==> config.mk <==
export PLATFORM = sky130hd
export DESIGN_NAME = pfa_ctrl
export DESIGN_NICKNAME = d
export VERILOG_FILES = /design/src/rtl/core/pfa_pkg.sv /design/src/rtl/core/pfa_ctrl.sv
export SDC_FILE = /design/constraint.sdc
export NUM_CORES = 1
export LEC_CHECK = 0
export ABC_AREA = 1
export BUFFER_PORTS_ARGS = -buffer_cell sky130_fd_sc_hd__buf_4
export CORE_AREA = 5 5 42 44
export CTS_CLUSTER_DIAMETER = 80
export DETAILED_ROUTE_END_ITERATION = 7
export DIE_AREA = 0 0 47 49
export PLACE_DENSITY = 0.65
export SLEW_MARGIN = 15
export SYNTH_ARGS = -nofsm -noshare
export SYNTH_HDL_FRONTEND = slang
export SYNTH_SLANG_ARGS = --single-unit
==> constraint.sdc <==
create_clock -name clk_i -period 2.1 [get_ports clk_i]
set_input_delay 0.21 -clock clk_i [delete_from_list [all_inputs] [get_ports clk_i]]
set_output_delay 0.21 -clock clk_i [all_outputs]
set_load 0.02 [all_outputs]
==> src/rtl/core/pfa_pkg.sv <==
// Shared types and constants for the paged frame allocator.
// No dependencies; every other file in rtl/core except pfa_ram imports this package.
`default_nettype none

package pfa_pkg;

  localparam int unsigned FRAMES_DEF = 256;  // default frame count
  localparam int unsigned ID_W       = 16;   // owner id width
  localparam int unsigned BYTES_W    = 16;   // size field width
  localparam int unsigned STATUS_W   = 2;
  localparam int unsigned OUT_CNT_W  = 9;    // reported count width
  localparam int unsigned QUO_W      = BYTES_W + 1;  // ceil numerator width

  typedef enum logic {
    FN_ALLOC = 1'b0,
    FN_FREE  = 1'b1
  } pfa_func_e;

  typedef enum logic [STATUS_W-1:0] {
    ST_DONE     = 2'd0,
    ST_BAD_PAGE = 2'd1,
    ST_NO_ROOM  = 2'd2
  } pfa_status_e;

  typedef enum logic [2:0] {
    S_CLEAR,
    S_IDLE,
    S_DECIDE,
    S_DIV,
    S_CHECK,
    S_SCAN,
    S_TAIL,
    S_RESULT
  } pfa_state_e;

  // controller -> datapath
  typedef struct packed {
    logic        clr_wr;     // clearing pass write at scan index
    logic        take;       // latch accepted request
    logic        div_start;  // start frame count division
    logic        left_load;  // load frames-to-allocate counter
    logic        scan_rd;    // read table entry at scan index
    logic        res_load;   // load result register
    pfa_status_e res_code;
  } pfa_cmd_t;

  // datapath -> controller
  typedef struct packed {
    logic idx_last;   // scan index at last frame
    logic is_free;    // latched request is a free
    logic page_zero;  // latched page size is zero
    logic div_done;
    logic need_ok;    // frame count nonzero and fits
    logic res_room;   // result register can take a result
  } pfa_sts_t;

endpackage

`default_nettype wire

==> src/rtl/core/pfa_ctrl.sv <==
// Controller state machine: clearing pass, request sequencing, result hand-off.
// Depends on pfa_pkg.
`default_nettype none

module pfa_ctrl (
  input  logic              clk_i,
  input  logic              rst_ni,
  input  logic              in_valid_i,
  output logic              in_stall_o,
  input  pfa_pkg::pfa_sts_t sts_i,
  output pfa_pkg::pfa_cmd_t cmd_o
);
  import pfa_pkg::*;

  pfa_state_e  state_q, state_d;
  pfa_status_e code_q, code_d;

  always_ff @(posedge clk_i or negedge rst_ni) begin
    if (!rst_ni) begin
      state_q <= S_CLEAR;
      code_q  <= ST_DONE;
    end else begin
      state_q <= state_d;
      code_q  <= code_d;
    end
  end

  always_comb begin
    state_d        = state_q;
    code_d         = code_q;
    cmd_o          = '0;
    cmd_o.res_code = code_q;
    in_stall_o     = 1'b1;
    unique case (state_q)
      S_CLEAR: begin
        cmd_o.clr_wr = 1'b1;
        if (sts_i.idx_last) begin
          state_d = S_IDLE;
        end
      end
      S_IDLE: begin
        in_stall_o = 1'b0;
        if (in_valid_i) begin
          cmd_o.take = 1'b1;
          state_d    = S_DECIDE;
        end
      end
      S_DECIDE: begin
        if (sts_i.is_free) begin
          code_d  = ST_DONE;
          state_d = S_SCAN;
        end else if (sts_i.page_zero) begin
          code_d  = ST_BAD_PAGE;
          state_d = S_RESULT;
        end else begin
          cmd_o.div_start = 1'b1;
          state_d         = S_DIV;
        end
      end
      S_DIV: begin
        if (sts_i.div_done) begin
          state_d = S_CHECK;
        end
      end
      S_CHECK: begin
        if (sts_i.need_ok) begin
          cmd_o.left_load = 1'b1;
          code_d          = ST_DONE;
          state_d         = S_SCAN;
        end else begin
          code_d  = ST_NO_ROOM;
          state_d = S_RESULT;
        end
      end
      S_SCAN: begin
        cmd_o.scan_rd = 1'b1;
        if (sts_i.idx_last) begin
          state_d = S_TAIL;
        end
      end
      S_TAIL: begin
        state_d = S_RESULT;  // last entry written back here
      end
      S_RESULT: begin
        if (sts_i.res_room) begin
          cmd_o.res_load = 1'b1;
          state_d        = S_IDLE;
        end
      end
      default: begin
        state_d = S_IDLE;
      end
    endcase
  end

endmodule

`default_nettype wire

==> results of run 1 <==
-- worst max-delay path, delay by kind of cell (launching register included) --
| kind | cells | cell delay [ns] |
|---|---|---|
| buffers and inverters | 3 | 0.34 |
| flip-flops | 1 | 0.49 |
| AND/OR/NAND/NOR | 3 | 0.28 |
-- final cells by class --
cell class	instances	area (µm²)	share of cell area, %
multi-input cells	51	264	42.5
flip-flops and latches	5	125	20.1
clock buffers	4	26.3	4.23
inverters	13	48.8	7.85
repair buffers	18	138	22.1
well taps	16	20.0	3.22
-- cells in the mapped netlist, drive strengths merged --
master  count  area, µm²
a31o        1       8.76
buf         3       33.8
dfrtp       5        125
inv        13       48.8
nand2      20       90.1
nand3      12       70.1
nand4       1       6.26
nor2       14       72.6
o21ai       2       10.0
or2         1       6.26
-- registers in the layout, indices dropped and copies added (netlist names) --
signal and count:
code_q 2, state_q 3
-- path summary, 6_finish.rpt --
path / startpoint / cells after the start / to
setup / recovery: state_q[1]$_DFFE_PN0P_ / 6 / cmd_o[6]
hold / removal: sts_i[4] / 2 / code_q[0]$_DFFE_PN0P_
setup reg to reg: state_q[1]$_DFFE_PN0P_ / 7 / state_q[1]$_DFFE_PN0P_
hold reg to reg: code_q[1]$_DFFE_PN0P_ / 1 / code_q[1]$_DFFE_PN0P_
max in group asynchronous: rst_ni / 2 / code_q[0]$_DFFE_PN0P_
min in group asynchronous: rst_ni / 2 / state_q[1]$_DFFE_PN0P_
-- logic make-up after synthesis --
group | synth area share (%)
buf+inv | 17.5
compound gates | 3.98
simple gates | 52.0
flops | 26.5
-- power groups by stage --
stage	clock network (mW)	registers (mW)	logic, mW
final	0.114	0.249	0.564
after global routing	0.132	0.258	0.635
after CTS	0.119	0.248	0.572
after detailed placement	0	0.250	0.567
after global placement	0	0.246	0.564
after floorplan	0	0.187	0.517
-- repair_timing --
action	CTS	global route
hold endpoints to repair	5	0
hold buffers	1	0
gates resized for setup	0	0
-- routing by layer --
metal / up-vias / GRT usage, % / share of wire (%)
met5: - / 0 / 0
met4: 0 / 4.15 / 1.2
met3: 3 / 7.38 / 9.4
met2: 18 / 14.7 / 46
met1: 211 / 11.9 / 43
li1: 256 / - / -
==> metrics.txt, run 1 <==
worst slew pin tran 0.395 ns; cell area after synthesis 472 µm²; Rel. slew slack 73.7%; Post-Place Cells 102; fin crit period 1.57 ns; P_int 446 µW; Fin. Hold Viols 0; Pre-Repair DR Iteration Count 4; Worst EP required 1.89 ns; Die W 47 µm; H-tree levels 1; TritonCTS clock tree yes; switching portion of total power 51.9%; Clock Skews 0.00107 ns; Critical Path Max Stage Delay 0.49 ns; first-pass GRT wire length 1.70 mm; Starting DRT DRC Count 5; YS warnings 0; vias in the first global route 428; initial antenna violation count 0; Routed WL 1.02 mm; reg-to-reg slack, setup 0.84 ns; Fill cells 155; net switching power 481 µW; layout cells sized above 1 38.5%; worst-path maximum fanout 9; DRT antenna net count 0; Netlist cell types 16; Combinational Power Share 60.8%; pwr dens 1490 nW/µm²; vias 488; CP cell instances inv_2, nand2_2, nor2_2, inv_1, nor2_1, buf_4; setup_tns 0 ns; via/cell ratio 4.56; max-slew violation count 0; Power Total 928 µW; Core Area 1400 µm²; register area share after synthesis 26.5%; Final Wtd Congestion 0.804; Pleak 0.374 nW; worst path arrival time 1.36 ns; GR Overflow Total 0; largest net degree at the start of global routing 11; clk slew on worst S/H paths 0.04 ns; Post-Syn Nets 81; RSZ-0062 raised after global routing false; drt wl/cell 9.50 µm; Yosys reg bits 5; Clock Power Share 12.3%; setup violators final 0; crit path kind reg -> out; maximum VDD drop 0.605 mV; hold_ws 0.167 ns; Syn Area/Cell 6.55 µm²; CP max stage cell dfrtp_1; Mapped Cells 72; # nets final 101; placed cell areas 586 µm²; DRC 0; Sequential Power Share 26.9%; Tcrit/Tclk final 74.6%; CP Capture Type primary output; Clock Latency Late Sink 0.25 ns; outcome finished clean; commonest non-fill, non-tap cell in the layout buf_4; Fmax 0.639 GHz; boundary pin count 18; clk sinks 5; Antenna Cells 0; Layout Cell Area excl Fill 622 µm²; Max-cap violations 0; total CTS buffers 3; # rows 14; DP Wirelength 816 µm; GRT Total Usage 10.4%; Hold Crit Class in -> reg; area grow syn2layout 31.8%; Longest Clk Path Bufs 2; Setup Buffers After CTS 0; I/O Buffers 17; non-filler cells, final 107; CTS root buf clkbuf_4; chip height 49 µm; DP Worst Slack 0.801 ns; setup ws final 0.534 ns; DIE AREA 2300 µm²; most frequent cells in the layout 17 x buf_4, 16 x nand2_1, 10 x nand3_1, 10 x nor2_1, 9 x inv_1; Initial Util 33.7%; Startpoint Class flop; Core Util, Final 44.4%
Note: power is estimated with default switching activity, not from simulation.
==> run 2: changes to the inputs <==
==> constraint.sdc (replaced) <==
create_clock -name clk_i -period 1.5 [get_ports clk_i]
set_input_delay 0.15 -clock clk_i [delete_from_list [all_inputs] [get_ports clk_i]]
set_output_delay 0.15 -clock clk_i [all_outputs]
set_load 0.02 [all_outputs]
==> metrics.txt, run 2 (synthesized netlist as in run 1, its figures left out) <==
Clock Skews 0.00593 ns (+0.00486 ns); Clock Latency Late Sink 0.24 ns (about the same); crit path kind reg -> out; first-pass GRT wire length 1.82 mm (+6.9%); GRT Total Usage 10.6% (+0.11 points); placed cell areas 586 µm² (unchanged); Die W 47 µm (unchanged); I/O Buffers 17 (unchanged); fin crit period 1.41 ns; setup ws final 0.0865 ns (-0.448 ns); biggest regs state_q x3, code_q x2; via/cell ratio 4.52 (-0.94%); Antenna Cells 0 (unchanged); DP Worst Slack 0.229 ns (-0.572 ns); TritonCTS clock tree yes; largest net degree at the start of global routing 11 (unchanged); CTS root buf clkbuf_4; hold_ws 0.133 ns (-0.0344 ns); # rows 14 (unchanged); Worst EP required 1.35 ns (-0.54 ns); most frequent cells in the layout 22 x buf_4, 16 x nand2_1, 10 x nand3_1, 9 x nor2_1, 8 x inv_1; Hold Crit Class in -> reg; Max-cap violations 0 (unchanged); GR Overflow Total 0 (unchanged); outcome finished clean; DP Wirelength 857 µm (+5.0%); total CTS buffers 3 (unchanged); drt wl/cell 9.93 µm (+4.5%); Tcrit/Tclk final 94.2%; Startpoint Class flop; vias 506 (+3.7%); DRC 0 (unchanged); Pleak 0.394 nW (+5.4%); Fin. Hold Viols 0 (unchanged); pwr dens 2140 nW/µm² (+43%); maximum VDD drop 0.735 mV (+22%); clk sinks 5 (unchanged); Core Util, Final 47.9% (+3.5 points); Final Wtd Congestion 0.785 (-2.3%); vias in the first global route 448 (+4.7%); Fmax 0.707 GHz; layout cells sized above 1 46.9% (+8.4 points); Starting DRT DRC Count 8 (+3); H-tree levels 1 (unchanged); worst slew pin tran 0.235 ns (-0.159 ns); Power Total 1.43 mW (+55%); worst-path maximum fanout 4 (-5); Pre-Repair DR Iteration Count 6 (+2); DRT antenna net count 0 (unchanged); area grow syn2layout 42.2%; boundary pin count 18 (unchanged); non-filler cells, final 112 (+4.7%); Longest Clk Path Bufs 2 (unchanged); chip height 49 µm (unchanged); Initial Util 33.7% (unchanged); worst path arrival time 1.26 ns (-0.10 ns); initial antenna violation count 0 (unchanged); Core Area 1400 µm² (unchanged); Rel. slew slack 84.3% (+11 points); setup_tns 0 ns (unchanged); # nets final 106 (+5.0%); Layout Cell Area excl Fill 671 µm² (+7.8%); DIE AREA 2300 µm² (unchanged); Largest Register state_q; Largest register FFs 3 (unchanged); CP Capture Type primary output; setup violators final 0 (unchanged); Post-Place Cells 102 (unchanged); commonest non-fill, non-tap cell in the layout buf_4; Routed WL 1.11 mm (+9.3%); max-slew violation count 0 (unchanged); clk slew on worst S/H paths 0.04 ns (about the same)
==> run 2: timing repair <==
action,CTS,global route
buffers inserted,0,5
hold endpoints to repair,5,0
setup endpoints to repair,1,2
resized for setup,2,4
hold buffers,1,0
pin swaps,0,2
==> run 2: worst paths after layout <==
path	start	endpoint	slack (ns)	depth (start not counted)
min	sts_i[4]	code_q[0]$_DFFE_PN0P_	0.13	2
max in group asynchronous	rst_ni	state_q[2]$_DFFE_PN0P_	1.13	2
max reg2reg	state_q[1]$_DFFE_PN0P_	state_q[1]$_DFFE_PN0P_	0.12	9
min reg2reg	code_q[1]$_DFFE_PN0P_	code_q[1]$_DFFE_PN0P_	0.52	1
max	state_q[1]$_DFFE_PN0P_	cmd_o[6]	0.09	6
min in group asynchronous	rst_ni	state_q[1]$_DFFE_PN0P_	0.25	2
==> run 2: per-layer routing <==
layer / vias to the layer above / track usage, % / wire [µm]
met4: 0 / 2.76 / 0
met3: 0 / 4.43 / 75
li1: 268 / - / -
met2: 19 / 16.1 / 556
met5: - / 0 / 0
met1: 219 / 13.4 / 480
==> run 2: critical path: stages, from the launching register on <==
cell	delay, ns
dfrtp_2	0.44
inv_2	0.09
nand2_2	0.06
nor2_4	0.15
inv_2	0.06
nor2_2	0.09
buf_4	0.14
==> run 2: layout make-up <==
class	instances	area, µm²
fill	159	731
inverter	13	48.8
tap	16	20.0
multi-input combinational	51	272
timing repair buffer	23	175
sequential	5	129
clock buffer	4	26.3
==> run 2: where the power goes <==
group / internal [mW] / switching (mW) / total, mW
combinational: 0.410 / 0.544 / 0.953
sequential: 0.213 / 0.119 / 0.332
clock: 0.100 / 0.0492 / 0.149
total: 0.723 / 0.712 / 1.43
